==> src/design/tpd_pkg.sv <==
package tpd_pkg;

  localparam int unsigned DATA_W      = 8;
  localparam int unsigned COUNT_W     = 32;
  localparam int unsigned CFG_IDX_W   = 2;
  localparam int unsigned CFG_DATA_W  = 32;
  localparam int unsigned QUEUE_DEPTH = 4;

  // register indexes on the configuration channel
  localparam logic [CFG_IDX_W-1:0] REG_DECODE_MODE = 2'd0;
  localparam logic [CFG_IDX_W-1:0] REG_PIXEL_COUNT = 2'd1;

  // decode modes
  localparam logic [1:0] MODE_BGR24  = 2'd0;
  localparam logic [1:0] MODE_BGRA32 = 2'd1;
  localparam logic [1:0] MODE_RLE24  = 2'd2;

  // byte position within a pixel
  localparam logic [1:0] PHASE_BLUE  = 2'd0;
  localparam logic [1:0] PHASE_GREEN = 2'd1;
  localparam logic [1:0] PHASE_RED   = 2'd2;
  localparam logic [1:0] PHASE_ALPHA = 2'd3;

  localparam logic [DATA_W-1:0] RUN_FLAG     = 8'd128;
  localparam logic [DATA_W-1:0] RUN_BIAS     = 8'd127;
  localparam logic [DATA_W-1:0] ALPHA_OPAQUE = 8'hFF;

  typedef struct packed {
    logic [DATA_W-1:0] red;
    logic [DATA_W-1:0] green;
    logic [DATA_W-1:0] blue;
    logic [DATA_W-1:0] alpha;
    logic [DATA_W-1:0] repeat_res;
    logic              last_pixel;
  } pixel_t;

endpackage

==> src/design/tpd_if.sv <==
interface tpd_byte_if;
  logic                      valid;
  logic                      ready;
  logic [tpd_pkg::DATA_W-1:0] data_byte;
  logic                      first_byte;

  modport source (output valid, output data_byte, output first_byte, input ready);
  modport sink   (input valid, input data_byte, input first_byte, output ready);
endinterface

interface tpd_pixel_if;
  logic                      valid;
  logic                      ready;
  logic [tpd_pkg::DATA_W-1:0] red;
  logic [tpd_pkg::DATA_W-1:0] green;
  logic [tpd_pkg::DATA_W-1:0] blue;
  logic [tpd_pkg::DATA_W-1:0] alpha;
  logic [tpd_pkg::DATA_W-1:0] repeat_res;
  logic                      last_pixel;

  modport source (output valid, output red, output green, output blue, output alpha,
                  output repeat_res, output last_pixel, input ready);
  modport sink   (input valid, input red, input green, input blue, input alpha,
                  input repeat_res, input last_pixel, output ready);
endinterface

interface tpd_cfg_if;
  logic                          valid;
  logic                          ready;
  logic [tpd_pkg::CFG_IDX_W-1:0]  index;
  logic [tpd_pkg::CFG_DATA_W-1:0] data;

  modport source (output valid, output index, output data, input ready);
  modport sink   (input valid, input index, input data, output ready);
endinterface

==> src/design/tpd_front.sv <==
module tpd_front (
  input  logic            clk,
  input  logic            rst,
  tpd_byte_if.sink        byte_in,
  tpd_cfg_if.sink         cfg,
  input  logic            push_ready,
  output logic            push_valid,
  output tpd_pkg::pixel_t push_data
);
  import tpd_pkg::*;

  logic [1:0]         decode_mode;
  logic [COUNT_W-1:0] pixel_count;

  logic [1:0]         byte_phase,      byte_phase_next;
  logic               awaiting_header, awaiting_header_next;
  logic               packet_is_run,   packet_is_run_next;
  logic [DATA_W-1:0]  packet_left,     packet_left_next;
  logic [DATA_W-1:0]  held_blue,       held_blue_next;
  logic [DATA_W-1:0]  held_green,      held_green_next;
  logic [DATA_W-1:0]  held_red,        held_red_next;
  logic [COUNT_W-1:0] pixels_left,     pixels_left_next;

  logic               fire;
  logic               first;
  logic [DATA_W-1:0]  b;
  logic [1:0]         phase_e;
  logic               await_e;
  logic               run_e;
  logic [DATA_W-1:0]  pleft_e;
  logic [COUNT_W-1:0] pl_e;
  logic [DATA_W-1:0]  run_rep;
  logic [DATA_W-1:0]  emit_rep;
  logic [COUNT_W-1:0] pl_after;

  assign cfg.ready     = 1'b1;
  assign byte_in.ready = push_ready;
  assign fire          = byte_in.valid && byte_in.ready;
  assign first         = byte_in.first_byte;
  assign b             = byte_in.data_byte;

  // a first byte restarts the image before it is decoded
  assign phase_e = first ? PHASE_BLUE  : byte_phase;
  assign await_e = first ? 1'b1        : awaiting_header;
  assign run_e   = first ? 1'b0        : packet_is_run;
  assign pleft_e = first ? '0          : packet_left;
  assign pl_e    = first ? pixel_count : pixels_left;

  // an empty run still carries one pixel; never repeat past the image end
  always_comb begin
    run_rep = (pleft_e == '0) ? DATA_W'(1) : pleft_e;
    if (pl_e < COUNT_W'(run_rep)) begin
      run_rep = pl_e[DATA_W-1:0];
    end
  end

  assign emit_rep = (decode_mode == MODE_RLE24 && run_e) ? run_rep : DATA_W'(1);
  assign pl_after = pl_e - COUNT_W'(emit_rep);

  always_comb begin
    byte_phase_next      = byte_phase;
    awaiting_header_next = awaiting_header;
    packet_is_run_next   = packet_is_run;
    packet_left_next     = packet_left;
    held_blue_next       = held_blue;
    held_green_next      = held_green;
    held_red_next        = held_red;
    pixels_left_next     = pixels_left;
    push_valid           = 1'b0;
    push_data.red        = b;
    push_data.green      = held_green;
    push_data.blue       = held_blue;
    push_data.alpha      = ALPHA_OPAQUE;
    push_data.repeat_res = emit_rep;
    push_data.last_pixel = (pl_after == '0);

    if (fire) begin
      if (first) begin
        pixels_left_next     = pixel_count;
        byte_phase_next      = PHASE_BLUE;
        awaiting_header_next = 1'b1;
        packet_is_run_next   = 1'b0;
        packet_left_next     = '0;
      end
      if (pl_e != '0) begin
        case (decode_mode)
          MODE_BGRA32: begin
            case (phase_e)
              PHASE_BLUE: begin
                held_blue_next  = b;
                byte_phase_next = PHASE_GREEN;
              end
              PHASE_GREEN: begin
                held_green_next = b;
                byte_phase_next = PHASE_RED;
              end
              PHASE_RED: begin
                held_red_next   = b;
                byte_phase_next = PHASE_ALPHA;
              end
              default: begin
                byte_phase_next  = PHASE_BLUE;
                pixels_left_next = pl_after;
                push_valid       = 1'b1;
                push_data.red    = held_red;
                push_data.alpha  = b;
              end
            endcase
          end
          MODE_BGR24, MODE_RLE24: begin
            if (decode_mode == MODE_RLE24 && await_e) begin
              if (b < RUN_FLAG) begin
                packet_is_run_next = 1'b0;
                packet_left_next   = b + DATA_W'(1);
              end else begin
                packet_is_run_next = 1'b1;
                packet_left_next   = b - RUN_BIAS;
              end
              awaiting_header_next = 1'b0;
              byte_phase_next      = PHASE_BLUE;
            end else if (phase_e == PHASE_BLUE) begin
              held_blue_next  = b;
              byte_phase_next = PHASE_GREEN;
            end else if (phase_e == PHASE_GREEN) begin
              held_green_next = b;
              byte_phase_next = PHASE_RED;
            end else begin
              // red byte completes the pixel
              held_red_next    = b;
              byte_phase_next  = PHASE_BLUE;
              pixels_left_next = pl_after;
              push_valid       = 1'b1;
              if (decode_mode == MODE_RLE24) begin
                if (run_e || pleft_e <= DATA_W'(1)) begin
                  packet_left_next     = '0;
                  awaiting_header_next = 1'b1;
                end else begin
                  packet_left_next = pleft_e - DATA_W'(1);
                end
              end
            end
          end
          default: ;
        endcase
      end
    end
  end

  always_ff @(posedge clk) begin
    if (rst) begin
      decode_mode     <= MODE_BGR24;
      pixel_count     <= '0;
      byte_phase      <= PHASE_BLUE;
      awaiting_header <= 1'b1;
      packet_is_run   <= 1'b0;
      packet_left     <= '0;
      held_blue       <= '0;
      held_green      <= '0;
      held_red        <= '0;
      pixels_left     <= '0;
    end else begin
      if (cfg.valid && cfg.ready) begin
        if (cfg.index == REG_DECODE_MODE) begin
          decode_mode <= cfg.data[1:0];
        end else if (cfg.index == REG_PIXEL_COUNT) begin
          pixel_count <= cfg.data[COUNT_W-1:0];
        end
      end
      byte_phase      <= byte_phase_next;
      awaiting_header <= awaiting_header_next;
      packet_is_run   <= packet_is_run_next;
      packet_left     <= packet_left_next;
      held_blue       <= held_blue_next;
      held_green      <= held_green_next;
      held_red        <= held_red_next;
      pixels_left     <= pixels_left_next;
    end
  end

endmodule

==> src/design/tpd_queue.sv <==
module tpd_queue #(
  parameter int unsigned DEPTH = tpd_pkg::QUEUE_DEPTH
) (
  input  logic            clk,
  input  logic            rst,
  input  logic            push_valid,
  input  tpd_pkg::pixel_t push_data,
  output logic            push_ready,
  tpd_pixel_if.source     pixel_out
);
  import tpd_pkg::*;

  localparam int unsigned PTR_W = (DEPTH > 1) ? $clog2(DEPTH) : 1;
  localparam int unsigned CNT_W = $clog2(DEPTH + 1);

  pixel_t           mem [DEPTH];
  logic [PTR_W-1:0] wr_ptr;
  logic [PTR_W-1:0] rd_ptr;
  logic [CNT_W-1:0] count;
  logic             do_push;
  logic             do_pop;
  pixel_t           head;

  assign push_ready = (count != CNT_W'(DEPTH));
  assign do_push    = push_valid && push_ready;
  assign do_pop     = pixel_out.valid && pixel_out.ready;
  assign head       = mem[rd_ptr];

  assign pixel_out.valid      = (count != '0);
  assign pixel_out.red        = head.red;
  assign pixel_out.green      = head.green;
  assign pixel_out.blue       = head.blue;
  assign pixel_out.alpha      = head.alpha;
  assign pixel_out.repeat_res = head.repeat_res;
  assign pixel_out.last_pixel = head.last_pixel;

  always_ff @(posedge clk) begin
    if (do_push) begin
      mem[wr_ptr] <= push_data;
    end
  end

  always_ff @(posedge clk) begin
    if (rst) begin
      wr_ptr <= '0;
      rd_ptr <= '0;
      count  <= '0;
    end else begin
      if (do_push) begin
        wr_ptr <= (wr_ptr == PTR_W'(DEPTH - 1)) ? '0 : wr_ptr + PTR_W'(1);
      end
      if (do_pop) begin
        rd_ptr <= (rd_ptr == PTR_W'(DEPTH - 1)) ? '0 : rd_ptr + PTR_W'(1);
      end
      // hold the count when a word goes in and out together
      if (do_push && !do_pop) begin
        count <= count + CNT_W'(1);
      end else if (do_pop && !do_push) begin
        count <= count - CNT_W'(1);
      end
    end
  end

endmodule

==> src/design/tga_pixel_stream_decoder.sv <==
// A pixel enters the pixel queue as its last byte is accepted and is offered from there.
// Throughput: one byte per cycle while the queue has room; the decode state is registered.
// byte_in.ready drops only while the pixel queue (QUEUE_DEPTH words) is full.
// Reset (rst, synchronous, active high): decode state cleared with a header awaited,
// mode 0, pixel_count 0, queue empty; bytes are dropped until one flagged as first arrives.
module tga_pixel_stream_decoder #(
  parameter int unsigned QUEUE_DEPTH = tpd_pkg::QUEUE_DEPTH
) (
  input  logic        clk,
  input  logic        rst,
  tpd_byte_if.sink    byte_in,
  tpd_cfg_if.sink     cfg,
  tpd_pixel_if.source pixel_out
);
  import tpd_pkg::*;

  logic   push_valid;
  logic   push_ready;
  pixel_t push_data;

  tpd_front u_front (
    .clk        (clk),
    .rst        (rst),
    .byte_in    (byte_in),
    .cfg        (cfg),
    .push_ready (push_ready),
    .push_valid (push_valid),
    .push_data  (push_data)
  );

  tpd_queue #(
    .DEPTH (QUEUE_DEPTH)
  ) u_queue (
    .clk        (clk),
    .rst        (rst),
    .push_valid (push_valid),
    .push_data  (push_data),
    .push_ready (push_ready),
    .pixel_out  (pixel_out)
  );

endmodule

==> src/flat_wrapper.sv <==
// flat-port wrapper written by rule: the top's interface ports become plain ports
module tga_pixel_stream_decoder_flat import tpd_pkg::*;
#(
  parameter int unsigned QUEUE_DEPTH = tpd_pkg::QUEUE_DEPTH
)
  (clk, rst, byte_in_valid, byte_in_data_byte, byte_in_first_byte, byte_in_ready, cfg_valid, cfg_index, cfg_data, cfg_ready, pixel_out_valid, pixel_out_red, pixel_out_green, pixel_out_blue, pixel_out_alpha, pixel_out_repeat_res, pixel_out_last_pixel, pixel_out_ready);
  tpd_byte_if byte_in_i ();
  tpd_cfg_if cfg_i ();
  tpd_pixel_if pixel_out_i ();
  input  logic clk;
  input  logic rst;
  input wire logic [$bits(byte_in_i.valid)-1:0] byte_in_valid;
  input wire logic [$bits(byte_in_i.data_byte)-1:0] byte_in_data_byte;
  input wire logic [$bits(byte_in_i.first_byte)-1:0] byte_in_first_byte;
  output wire logic [$bits(byte_in_i.ready)-1:0] byte_in_ready;
  input wire logic [$bits(cfg_i.valid)-1:0] cfg_valid;
  input wire logic [$bits(cfg_i.index)-1:0] cfg_index;
  input wire logic [$bits(cfg_i.data)-1:0] cfg_data;
  output wire logic [$bits(cfg_i.ready)-1:0] cfg_ready;
  output wire logic [$bits(pixel_out_i.valid)-1:0] pixel_out_valid;
  output wire logic [$bits(pixel_out_i.red)-1:0] pixel_out_red;
  output wire logic [$bits(pixel_out_i.green)-1:0] pixel_out_green;
  output wire logic [$bits(pixel_out_i.blue)-1:0] pixel_out_blue;
  output wire logic [$bits(pixel_out_i.alpha)-1:0] pixel_out_alpha;
  output wire logic [$bits(pixel_out_i.repeat_res)-1:0] pixel_out_repeat_res;
  output wire logic [$bits(pixel_out_i.last_pixel)-1:0] pixel_out_last_pixel;
  input wire logic [$bits(pixel_out_i.ready)-1:0] pixel_out_ready;
  assign byte_in_i.valid = byte_in_valid;
  assign byte_in_i.data_byte = byte_in_data_byte;
  assign byte_in_i.first_byte = byte_in_first_byte;
  assign byte_in_ready = byte_in_i.ready;
  assign cfg_i.valid = cfg_valid;
  assign cfg_i.index = cfg_index;
  assign cfg_i.data = cfg_data;
  assign cfg_ready = cfg_i.ready;
  assign pixel_out_valid = pixel_out_i.valid;
  assign pixel_out_red = pixel_out_i.red;
  assign pixel_out_green = pixel_out_i.green;
  assign pixel_out_blue = pixel_out_i.blue;
  assign pixel_out_alpha = pixel_out_i.alpha;
  assign pixel_out_repeat_res = pixel_out_i.repeat_res;
  assign pixel_out_last_pixel = pixel_out_i.last_pixel;
  assign pixel_out_i.ready = pixel_out_ready;
  tga_pixel_stream_decoder #(.QUEUE_DEPTH(QUEUE_DEPTH)) u_core (.clk(clk), .rst(rst), .byte_in(byte_in_i), .cfg(cfg_i), .pixel_out(pixel_out_i));
endmodule
==> config.mk <==
export PLATFORM = sky130hd
export DESIGN_NAME = tga_pixel_stream_decoder_flat
export DESIGN_NICKNAME = d
export VERILOG_FILES = /design/src/design/tpd_pkg.sv /design/src/design/tpd_if.sv /design/src/design/tpd_front.sv /design/src/design/tpd_queue.sv /design/src/design/tga_pixel_stream_decoder.sv /design/src/flat_wrapper.sv
export SDC_FILE = /design/constraint.sdc
export NUM_CORES = 1
export LEC_CHECK = 0
export BUFFER_PORTS_ARGS = -buffer_cell sky130_fd_sc_hd__buf_2
export CORE_MARGIN = 4
export CORE_UTILIZATION = 45
export DETAILED_ROUTE_END_ITERATION = 6
export GPL_ROUTABILITY_DRIVEN = 0
export HOLD_SLACK_MARGIN = 0.06
export PLACE_DENSITY_LB_ADDON = 0.12
export SKIP_CTS_REPAIR_TIMING = 1
export SYNTH_ARGS = -nofsm -noshare
export SYNTH_HDL_FRONTEND = slang
export SYNTH_SLANG_ARGS = --single-unit
==> constraint.sdc <==
create_clock -name clk -period 9.1 [get_ports clk]
set_input_delay 1.82 -clock clk [delete_from_list [all_inputs] [get_ports clk]]
set_output_delay 1.82 -clock clk [all_outputs]
set_load 0.005 [all_outputs]
# Word-level counts from Yosys, hierarchy flattened
# Memory sizes are Yosys's and may differ from the RTL's. A register that Yosys moved wholly into a read port is not among the register bits.
# Index checks and enable logic that the tools add are counted.
[classes]
n_addsub = 8
order_cmp = 3
eq_ne = 12
n_mux = 74
bitwise = 1
reduce_logical = 26
[ops]
columns = ["cell", "n"]
rows = [
  ["8-bit two-way mux", 29],
  ["32-bit two-way mux", 6],
  ["32-bit one-hot mux with 2 select lines", 1],
  ["8-bit one-hot mux with 2 select lines", 3],
  ["32-bit zero test", 1],
  ["32-bit by 8-bit < comparator with 1-bit output", 1],
  ["32-bit nonzero test", 1],
  ["32-bit by 8-bit subtractor with 32-bit output", 1],
  ["1-bit two-way mux", 21],
  ["2-bit two-way mux", 9],
  ["8-bit by 1-bit adder with 8-bit output, second input constant", 1],
  ["2-bit equality test, second input constant", 4],
  ["8-bit by 1-bit less-or-equal comparator with 1-bit output, second input constant", 1],
  ["8-bit zero test", 1],
  ["8-bit < comparator, second input constant", 1],
  ["2-bit inequality test, second input constant", 4],
  ["8-bit by 1-bit subtractor with 8-bit output, second input constant", 1],
  ["8-bit by 7-bit subtractor with 8-bit output, second input constant", 1],
  ["1-bit logical AND", 7],
  ["7-bit AND reduction", 1],
  ["2-bit by 1-bit equality test with 1-bit output, second input constant", 3],
  ["2-bit zero test", 3],
  ["3-bit two-way mux", 2],
  ["2-bit one-hot mux with 3 select lines", 1],
  ["17 further kinds", 20],
]
[word_totals]
reg_bits = 109
ram_bits = 164
elab_cells = 138
n_memories = 1
[memory_table]
columns = ["memory", "words", "width", "rd", "rd_ports_with_merged_regs", "write_ports", "line_no", "text"]
rows = [
  ["u_core.u_queue.mem", 4, 41, 1, 1, 1, "tpd_queue.sv:16", "pixel_t mem [DEPTH];"],
]

# Longest topological paths before layout
# Gate-level depths: netlist of the first run.
[logic_depth]
word_depth = 13
depth_mapped = 28
mapped_depth_nobuf = 21

# Cells and area by module
# Synthesis of the first run repeated with hierarchy kept, for this count alone.
[unflattened]
hier_cells = 1142
area_unflattened_um2 = 13329.0
[modules_own_cells]
columns = ["mod", "instances", "cells_per_inst", "area_each_um2"]
rows = [
  ["tpd_front", 1, 879, 6944.2],
  ["tpd_queue", 1, 263, 6384.9],
]

# Worst setup path after synthesis of the first run
# No wires, ideal clock.
[synth_path]
kind = "in2reg"
start = "in byte_in_first_byte"
end = "mem u_core.u_queue.mem[0][0] in the netlist's numbering (data pin)"
setup_time_ps = 149
t_arrival_ps = 7708
setup_slack_ps = 1244
cell_stages = 28
path_buffers = 8
cell_sequence = "buf_6 buf_8 buf_2 buf_2 buf_2 buf_2 buf_2 buf_2 mux2i_1 inv_1 ha_1 o21ai_0 a21oi_1 o31ai_1 nand4_1 mux2i_1 nand2_1 ha_1 inv_1 fa_1 a21o_1 nand4_1 a211oi_1 nor2_1 xnor2_1 or4_1 nor4_1 and4_1"
[synth_lines]
columns = ["element", "line_no", "text"]
rows = [
  ["start, declared", "flat_wrapper.sv:14", "input wire logic [$bits(byte_in_i.first_byte)-1:0] byte_in_first_byte;"],
  ["end, declared", "tpd_queue.sv:16", ""],
]

==> out/metrics.csv, run 1 <==
metric;value;unit
run status;completed;
setup TNS;0;ps
# fillers;2650;
Rel. slew slack;29.2;%
crit end category;register;
layout cell share with drive strength beyond 1;18.9;%
post-synthesis sequential area ratio;53.5;%
largest net degree at the start of global routing;78;
area share of and/or/nand/nor cells after synthesis;14.5;%
post-route ant nets;0;
mux share of post-synthesis cell area;13.0;%
Min Hold Slack;467;ps
PortBufs;90;
initial antenna violation count;0;
period utilization;83.9;%
CTS tree;yes;
Die ar.;0.0325;mm^2
drt drc;0;
drt pass-1 iters;6;
Avg Inst Size Synth;11.3;um^2
Synth async-reset ratio;0;%
DRT iter0 DRCs;816;
Bufs on Longest Clock Path;3;
largest family of logic cells by synthesized area;simple AND/OR/NAND/NOR gates;
Post-synth EDFFs;164;
fin cells;1656;
Worst-Skew Late Latency;550;ps
f_max;131;MHz
Pwr Total;3.27;mW
HP Class;register to register;
post-synthesis xor/xnor area fraction;2.49;%
Critical Path AT;8030;ps
YS warnings;0;
Max Cap Violations;0;
register bit total from synthesis;275;
chip width;180;um
worst r2r path cells;17;
htree depth;1;
crit path time final;7640;ps
Area Growth Syn to Fin;13.1;%
P_leak;5.59;nW
Synth Cell Area;0.0134;mm^2
total track usage;20.3;%
Syn Nets;1257;
TritonCTS Sinks;275;
Max FO, Critical Path;27;
RSZ-0062 raised after global routing;no;
vias after detailed routing;9542;
ant diodes;0;
count of final setup violators;0;
Max IR drop VDD;199;uV
nets@finish;1329;
site row count;62;
initial core utilization;46.0;%
Clock Tree Root;clkbuf_16;
GRT overflow;0;
Final Hold Viols;0;
hold depth;2;
Post-Syn Instances;1177;
predominant post-synthesis flop cell;edfxtp_1;
Detailed Place HPWL;22700;um
CTS clock-pin slew for the worst setup and hold paths;60;ps
Synth Area in Compound Gates;10.5;%
DR vias/cell;5.76;
Synth Area in Adders;3.11;%
Req. time, crit path;9490;ps
area taken by multi-input logic gates;0.00582;mm^2
critical path class;input port to register;
CTS Buf Count;29;
worst-margin pin slew;1060;ps
clock skew;10.4;ps
vias in the first global route;9392;
flip-flop and latch area;0.00715;mm^2
Cell Pwr Density;217;mW/mm^2
Core Region;0.0290;mm^2
placed cells;1602;
routed length per instance;20.4;um
first-pass GRT wire length;53400;um
type of origin of the critical path;input port;
total wire length;33800;um
Pins Over Slew Limit;0;
num ports;92;
Yosys cell types;78;
Die Ht;180;um
-- layout make-up --
type	instances	area share [%]
flip-flops and latches	275	47.3
multi-input cells	808	38.6
clock buffers	43	5.72
repair buffers	112	4.09
well taps	384	3.18
inverters	23	0.572
clock inverters	11	0.555
-- metal layers --
metal | track usage, % | routed length [um] | vias up
met2 | 33.4 | 15900 | 281
met3 | 2.87 | 1860 | 51
met4 | 4.51 | 691 | 0
li1 | - | - | 4537
met1 | 28.8 | 15400 | 4673
met5 | 0 | 0 | -
-- metrics by stage --
step / setup slack (ps) / util [%] / instance area [um^2]
3_3_place_gp: 1210 / 48.8 / 14200
2_1_floorplan: 1240 / - / 13400
3_5_place_dp: 1020 / 48.8 / 14200
4_1_cts: 1540 / 52.1 / 15100
5_1_grt: 1020 / 52.1 / 15100
6_report: 1460 / 52.1 / 15100
-- critical path: stages --
cell,delay [ps]
buf_2,560
buf_4,360
or3b_1,390
a222oi_1,520
and4b_1,320
nand4_1,480
mux2i_1,330
nand2_1,180
ha_1,230
inv_1,70
fa_1,220
a21o_1,150
nand4_1,190
a211oi_1,780
nor2_1,110
xnor2_1,180
or4_1,530
nor4_1,290
and4_1,300
-- power breakdown --
group	internal [mW]	switching, mW	leakage (nW)
Clock	0.662	0.476	0.466
Combinational	0.312	0.424	2.61
Sequential	1.36	0.0369	2.51
-- final timing paths --
| kind | slack, ps | startpoint | endpoint |
|---|---|---|---|
| max | 1460 | byte_in_first_byte | u_core.u_queue.mem[0][0]$_DFFE_PP_ |
| min | 470 | u_core.u_front.pixel_count[6]$_SDFFE_PP0P_ | u_core.u_front.pixel_count[6]$_SDFFE_PP0P_ |
| max reg2reg | 3230 | u_core.u_front.pixel_count[8]$_SDFFE_PP0P_ | u_core.u_queue.mem[0][0]$_DFFE_PP_ |
| min reg2reg | 470 | u_core.u_front.pixel_count[6]$_SDFFE_PP0P_ | u_core.u_front.pixel_count[6]$_SDFFE_PP0P_ |
-- registers in the layout, summed over array words and instances, names as in the netlist, named ones only --
register	count
u_core.u_queue.rd_ptr	2
u_core.u_front.byte_phase	2
u_core.u_queue.mem	164
u_core.u_front.decode_mode	2
u_core.u_front.held_green	8
u_core.u_front.packet_is_run	1
u_core.u_front.awaiting_header	1
u_core.u_queue.wr_ptr	2
u_core.u_front.packet_left	8
u_core.u_queue.count	3
u_core.u_front.pixel_count	32
u_core.u_front.pixels_left	32
u_core.u_front.held_blue	8
u_core.u_front.held_red	8
-- synth_stat cells (all sizes together) (5+ instances only) --
cell / n / area share (%)
a31oi: 9 / 0.42
nor4: 8 / 0.49
o21ai: 37 / 1.4
nand2: 133 / 3.8
a211oi: 10 / 0.56
clkbuf: 47 / 1.3
o31ai: 7 / 0.39
ha: 30 / 2.8
and2: 17 / 0.80
a21o: 6 / 0.34
nor3: 28 / 1.1
o211ai: 9 / 0.51
and3: 5 / 0.23
nand4: 8 / 0.42
nand3b: 5 / 0.28
mux2: 27 / 2.3
mux2i: 50 / 3.7
nor4b: 5 / 0.37
inv: 23 / 0.65
dfxtp: 111 / 17
a22oi: 13 / 0.73
nand2b: 13 / 0.61
nor2: 105 / 3.0
o22ai: 6 / 0.28
mux4: 41 / 6.9
or3: 19 / 0.89
buf: 24 / 0.94
nor2b: 6 / 0.28
xnor2: 24 / 1.6
edfxtp: 164 / 37
a21oi: 81 / 3.0
nand3: 27 / 1.0
xor2: 14 / 0.92
-- placed cells by master (no fill, tap or decap), types with 6 or more instances in the layout --
cell,instances
nor2b_1,6
and2_1,12
buf_2,89
a21o_1,6
o31ai_1,7
or3_1,19
o211ai_1,9
ha_1,30
xor2_1,14
o21ai_0,35
mux4_2,41
dfxtp_1,109
clkbuf_16,30
buf_4,23
nand4_1,7
mux2i_1,50
clkbuf_1,6
a22oi_1,13
a211oi_1,10
nor3_1,27
nand3_1,26
edfxtp_1,164
mux2_2,26
nand2b_1,13
nor4_1,7
clkbuf_8,6
a31oi_1,9
xnor2_1,24
o22ai_1,6
inv_1,23
a21oi_1,81
nor2_1,105
nand2_1,132
-- kinds of logic after synthesis --
kind of cell             after synthesis
XOR/XNOR                              38
buffers and inverters                 94
other                                  1
adder cells (fa/ha/maj)               32
flip-flops                           275
AO/OA/AOI/OAI                        220
multiplexers                         118
AND/OR/NAND/NOR                      399
Note: power is estimated with default switching activity, not from simulation.
==> inputs of run 2 (changes only) <==
--- a/config.mk
+++ b/config.mk
@@ -5,6 +5,7 @@
 export SDC_FILE = /design/constraint.sdc
 export NUM_CORES = 1
 export LEC_CHECK = 0
+export ABC_AREA = 1
 export BUFFER_PORTS_ARGS = -buffer_cell sky130_fd_sc_hd__buf_2
 export CORE_MARGIN = 4
 export CORE_UTILIZATION = 45
==> constraint.sdc (replaced) <==
create_clock -name clk -period 7.45 [get_ports clk]
set_input_delay 1.49 -clock clk [delete_from_list [all_inputs] [get_ports clk]]
set_output_delay 1.49 -clock clk [all_outputs]
set_load 0.005 [all_outputs]
==> run 2 against run 1 <==
Against the previous run:
- final cell count is 35% higher
- via count grew 27%
- setup slack better by 160 ps
- worst hold slack got worse by 19 ps
- routed wire length up 14%
- die area grew 6.0%
- sequential power up 24%
- sequential share of layout area decreased by 2.3 points
- total power grew 38%
- clock power is 27% higher
- clock-buffer cell count up 2
- largest power group unchanged
==> out/metrics.csv, run 2 <==
metric;value;unit;change
Pwr Total;4.52;mW;+38%
top cell type's share of synthesized area;34.7;%;-2.2 points
top-count cell post-synth;nand2_1;;
critical path class;input port to register;;
Synth async-reset ratio;0;%;unchanged
Bufs on Longest Clock Path;3;;unchanged
num ports;92;;unchanged
f_max;171;MHz;
DRT iter0 DRCs;904;;+11%
register bit total from synthesis;275;;unchanged
largest net degree at the start of global routing;84;;+7.7%
predominant post-synthesis flop cell;edfxtp_1;;
initial antenna violation count;0;;unchanged
layout cell share with drive strength beyond 1;11.7;%;-7.2 points
worst-margin pin slew;1040;ps;-13.9 ps
HP Class;register to register;;
Rel. slew slack;30.2;%;+1.0 points
drt pass-1 iters;5;;-1
vias in the first global route;11610;;+24%
chip width;186;um;+3.0%
Worst-Skew Late Latency;560;ps;about the same
Post-Syn Instances;1753;;+49%
period utilization;78.3;%;
post-synthesis sequential area ratio;50.3;%;-3.2 points
routed length per instance;17.3;um;-15%
RSZ-0062 raised after global routing;no;;
top cell type by total area after synthesis;edfxtp_1;;
total wire length;38700;um;+14%
crit path time final;5830;ps;
Max FO, Critical Path;55;;+100%
Cell Pwr Density;285;mW/mm^2;+32%
HP Start;u_core.u_front.pixel_count[29]$_SDFFE_PP0P_;;
nets@finish;1893;;+42%
Yosys cell types;44;;-44%
first-pass GRT wire length;61900;um;+16%
initial core utilization;46.1;%;about the same
CTS tree;yes;;
most frequent cells in the layout;nand2_1 (400), nor2_1 (215), o21ai_0 (172);;
setup TNS;0;ps;unchanged
reg2reg start;u_core.u_front.pixels_left[1]$_SDFFE_PP0P_;;
site row count;64;;+3.2%
top flop regs;u_core.u_queue.mem (164), u_core.u_front.pixel_count (32), u_core.u_front.pixels_left (32);;
Biggest register;u_core.u_queue.mem;;
clock skew;30.1;ps;+19.7 ps
Core Region;0.0308;mm^2;+6.3%
Synth Cell Area;0.0142;mm^2;+6.3%
Die ar.;0.0345;mm^2;+6.0%
vias after detailed routing;12154;;+27%
Max IR drop VDD;189;uV;-5.1%
top cells by count, synth;nand2_1 (400), nor2_1 (219), o21ai_0 (172);;
TritonCTS Sinks;275;;unchanged
Avg Inst Size Synth;8.10;um^2;-29%
worst setup path startpoint;byte_in_first_byte;;
drt drc;0;;unchanged
placed cells;2177;;+36%
run status;completed;;
Area Growth Syn to Fin;11.9;%;
total track usage;22.2;%;+2.0 points
DR vias/cell;5.44;;-5.5%
Max Cap Violations;0;;unchanged
Post-synth EDFFs;164;;unchanged
crit end category;register;;
fin cells;2233;;+35%
Final Hold Viols;0;;unchanged
count of final setup violators;0;;unchanged
commonest non-fill, non-tap cell in the layout;nand2_1;;
htree depth;1;;unchanged
CTS clock-pin slew for the worst setup and hold paths;60;ps;about the same
GRT overflow;0;;unchanged
YS warnings;0;;unchanged
PortBufs;90;;unchanged
Critical Path AT;6200;ps;-1830 ps
max reg flops;164;;unchanged
top post-synthesis cells by area;edfxtp_1 (35%), dfxtp_1 (16%), nand2_1 (11%);;
type of origin of the critical path;input port;;
Syn Nets;1833;;+46%
post-route ant nets;0;;unchanged
Req. time, crit path;7810;ps;-1680 ps
Pins Over Slew Limit;0;;unchanged
Die Ht;186;um;+3.0%
Detailed Place HPWL;26100;um;+15%
CTS Buf Count;30;;+3.4%
Clock Tree Root;clkbuf_16;;
P_leak;6.51;nW;+17%
ant diodes;0;;unchanged
## run 2: changes by cell type after synthesis, moves of 26 or more
cell / before / now
nand2_1: 132 / 400
o21ai_0: 35 / 172
a21oi_1: 81 / 140
mux2i_1: 50 / 0
nor2_1: 105 / 219
mux2_2: 26 / 0
o22ai_1: 6 / 59
nand3_1: 26 / 87
mux4_2: 41 / 0
inv_1: 23 / 153
## run 2: worst paths after layout
kind / endpoint / slack (ps) / cells after the start
hold / removal: u_core.u_front.pixel_count[29]$_SDFFE_PP0P_ / 450 / 2
setup / recovery: u_core.u_queue.mem[0][0]$_DFFE_PP_ / 1620 / 26
hold reg to reg: u_core.u_front.pixel_count[29]$_SDFFE_PP0P_ / 450 / 2
setup reg to reg: u_core.u_queue.mem[0][0]$_DFFE_PP_ / 2790 / 23
## run 2: routing by layer
layer  GRT usage [%]  up-vias  part of all wire [%]
met5               0        -                     0
met4            6.18        0                   2.6
met3            2.23       69                   5.6
met2            38.8      376                    48
met1            29.6     5688                    44
li1                -     6021                     -
## run 2: cell type report
class                      count  area, um^2
fill                        2955       14900
sequential                   275        7150
multi-input combinational   1235        6060
clock buffer                  45         847
inverter                     164         616
timing repair buffer         107         591
tap                          396         495
clock inverter                11         128
## run 2: logic make-up (layout without fill, tap and decap cells)
logic type / after synthesis / in the layout / share of synthesized area, %
AOI/OAI and AO/OA: 414 / 414 / 15.7
and+or+nand+nor: 776 / 776 / 23.0
xor gates and xnor gates: 12 / 12 / 0.740
DFF: 275 / 275 / 50.3
adders and majority gates: 32 / 32 / 2.93
buffers and inverters: 243 / 327 / 7.25
other: 1 / 1 / 0.0264
## run 2: metrics by stage
stage	cell area (um^2)	setup WS [ps]	utilization, %	hold slack [ps]
finish	15900	1620	51.5	448
global route	15900	1030	51.5	460
CTS	15900	1640	51.5	451
global placement	14900	1280	48.4	435
floorplan	14200	2110	-	424
detailed placement	14900	1080	48.4	440
## run 2: power by group
part | switching [mW] | leakage (nW) | internal, mW
combinational | 0.900 | 3.54 | 0.436
sequential | 0.0457 | 2.51 | 1.69
clock | 0.598 | 0.469 | 0.856
total | 1.54 | 6.51 | 2.98
## run 2: worst max-delay path, cell delays in order
cell and delay, ps:
buf_2 100, buf_4 480, nand2_1 130, o21ai_1 170, inv_1 190, ha_1 340
inv_1 50, o21bai_1 130, a21oi_1 80, nand2_1 90, buf_4 220, nand2_1 70
o211ai_1 230, ha_1 240, inv_1 50, fa_1 460, nand3_1 120, nand2_1 70
nand2_1 60, nand2_1 170, nor2_1 370, xor2_1 280, nand3_1 110, nor2_1 120
nand3_1 110, nor3_2 230
==> inputs of run 3 (changes only) <==
==> constraint.sdc (replaced) <==
create_clock -name clk -period 5.4 [get_ports clk]
set_input_delay 1.08 -clock clk [delete_from_list [all_inputs] [get_ports clk]]
set_output_delay 1.08 -clock clk [all_outputs]
set_load 0.005 [all_outputs]
==> run 3 against run 2 <==
Against the previous run:
- sequential power up 40%
- clock skew down 16 ps
- first-iteration DRC count down 11%
- non-clock buffer count up 47
- final area up 2.5%
- critical path type unchanged
==> out/metrics.csv, run 3 (synthesis results as in run 2) <==
metric;value;unit;change
run status;completed;;
largest stage delay on the critical path;330;ps;-150 ps
max layer used;met4;;
Max IR drop VDD;340;uV;+80%
chip width;186;um;unchanged
Clock Tree Root;clkbuf_16;;
f_max;209;MHz;
M1 WL;17200;um;+1.9%
worst setup path startpoint;byte_in_first_byte;;
Area Growth Syn to Fin;14.6;%;
Max FO, Critical Path;32;;-42%
period utilization;88.4;%;
count of final setup violators;0;;unchanged
RSZ-0062 raised after global routing;no;;
nets@finish;1940;;+2.5%
type of origin of the critical path;input port;;
total track usage;22.0;%;-0.26 points
Req. time, crit path;5770;ps;-2040 ps
critical path class;input port to register;;
P_leak;6.75;nW;+3.7%
Pwr Total;6.26;mW;+38%
Die ar.;0.0345;mm^2;unchanged
total wire length;38600;um;-0.16%
Max Cap Violations;0;;unchanged
Critical Path AT;5140;ps;-1060 ps
worst-margin pin slew;1050;ps;+6.25 ps
ant diodes;0;;unchanged
most frequent cells in the layout;nand2_1 (400), nor2_1 (215), o21ai_0 (172);;
most repeated library cell on the critical path;nand2_1;;
num ports;92;;unchanged
Die Ht;186;um;unchanged
crit end category;register;;
Biggest register;u_core.u_queue.mem;;
initial antenna violation count;0;;unchanged
largest net degree at the start of global routing;65;;-23%
drt drc;0;;unchanged
Setup WS pre-CTS;89.1;ps;-988 ps
CTS clock-pin slew for the worst setup and hold paths;60;ps;about the same
Final Hold Viols;0;;unchanged
Core Region;0.0308;mm^2;unchanged
Final Util;52.8;%;+1.3 points
Bufs on Longest Clock Path;3;;unchanged
drt pass-1 iters;5;;unchanged
Setup WS post-layout;626;ps;-991 ps
post-route ant nets;0;;unchanged
DR vias/cell;5.31;;-2.5%
HP Start;u_core.u_front.pixel_count[29]$_SDFFE_PP0P_;;
Cell Pwr Density;385;mW/mm^2;+35%
dpl cell area;0.0153;mm^2;+2.7%
design area;0.0163;mm^2;+2.5%
HP Class;register to register;;
CTS Buf Count;30;;unchanged
site row count;64;;unchanged
layout cell share with drive strength beyond 1;14.0;%;+2.3 points
r2r setup slk;1170;ps;-1620 ps
clock skew;13.7;ps;-16.4 ps
reg2reg start;u_core.u_front.pixel_count[5]$_SDFFE_PP0P_;;
max reg flops;164;;unchanged
Min Hold Slack;448;ps;-0.358 ps
PortBufs;90;;unchanged
placed cells;2224;;+2.2%
Pins Over Slew Limit;0;;unchanged
CP max-delay cell;ha_1;;
GRT overflow;0;;unchanged
fin cells;2280;;+2.1%
CTS tree;yes;;
Routed met3 length;2030;um;-6.4%
TritonCTS Sinks;275;;unchanged
commonest non-fill, non-tap cell in the layout;nand2_1;;
setup TNS;0;ps;unchanged
vias in the first global route;11483;;-1.1%
Detailed Place HPWL;26700;um;+2.5%
Worst-Skew Late Latency;570;ps;about the same
routed length per instance;16.9;um;-2.2%
first-pass GRT wire length;61000;um;-1.5%
top flop regs;u_core.u_queue.mem (164), u_core.u_front.pixel_count (32), u_core.u_front.pixels_left (32);;
htree depth;1;;unchanged
DRT iter0 DRCs;807;;-11%
vias after detailed routing;12100;;-0.44%
Rel. slew slack;29.8;%;-0.33 points
initial core utilization;46.1;%;unchanged
crit path time final;4770;ps;
metal2 WL;18100;um;-2.6%
[run 3: changes by cell type in the layout (fill, tap and decap cells not counted), moves of 2 or more]
cell / previous run / this run
buf_4: 16 / 59
clkinv_1: 4 / 7
clkbuf_1: 11 / 7
clkinv_2: 3 / 5
buf_12: 1 / 5
[run 3: cell type report]
class,count,area (um^2)
fillers,2956,14600
multi-input cells,1235,6060
inverters,164,616
flip-flops and latches,275,7150
clock buffers,41,832
repair buffers,154,993
clock inverters,15,131
well taps,396,495
[run 3: power breakdown]
group	switching (mW)	total (mW)	internal [mW]
sequential	0.0948	2.42	2.33
clock	0.846	1.98	1.13
combinational	1.21	1.87	0.651
total	2.16	6.26	4.11
[run 3: worst max-delay path: cells and delay by family]
kind | cells | cell delay [ps]
AND/OR/NAND/NOR | 17 | 2050
buffers and inverters | 6 | 800
AO/OA/AOI/OAI | 4 | 530
adder cells (fa/ha/maj) | 2 | 660
[run 3: path summary, 6_finish.rpt]
path,depth (start not counted),end
setup / recovery,29,u_core.u_queue.mem[2][0]$_DFFE_PP_
hold / removal,2,u_core.u_front.pixel_count[29]$_SDFFE_PP0P_
setup reg to reg,28,u_core.u_queue.mem[2][0]$_DFFE_PP_
hold reg to reg,2,u_core.u_front.pixel_count[29]$_SDFFE_PP0P_
[run 3: metal layers]
| layer | global-route usage [%] | vias up |
|---|---|---|
| li1 | - | 6117 |
| met1 | 29.3 | 5576 |
| met2 | 37.5 | 323 |
| met3 | 2.70 | 84 |
| met4 | 6.94 | 0 |
| met5 | 0 | - |
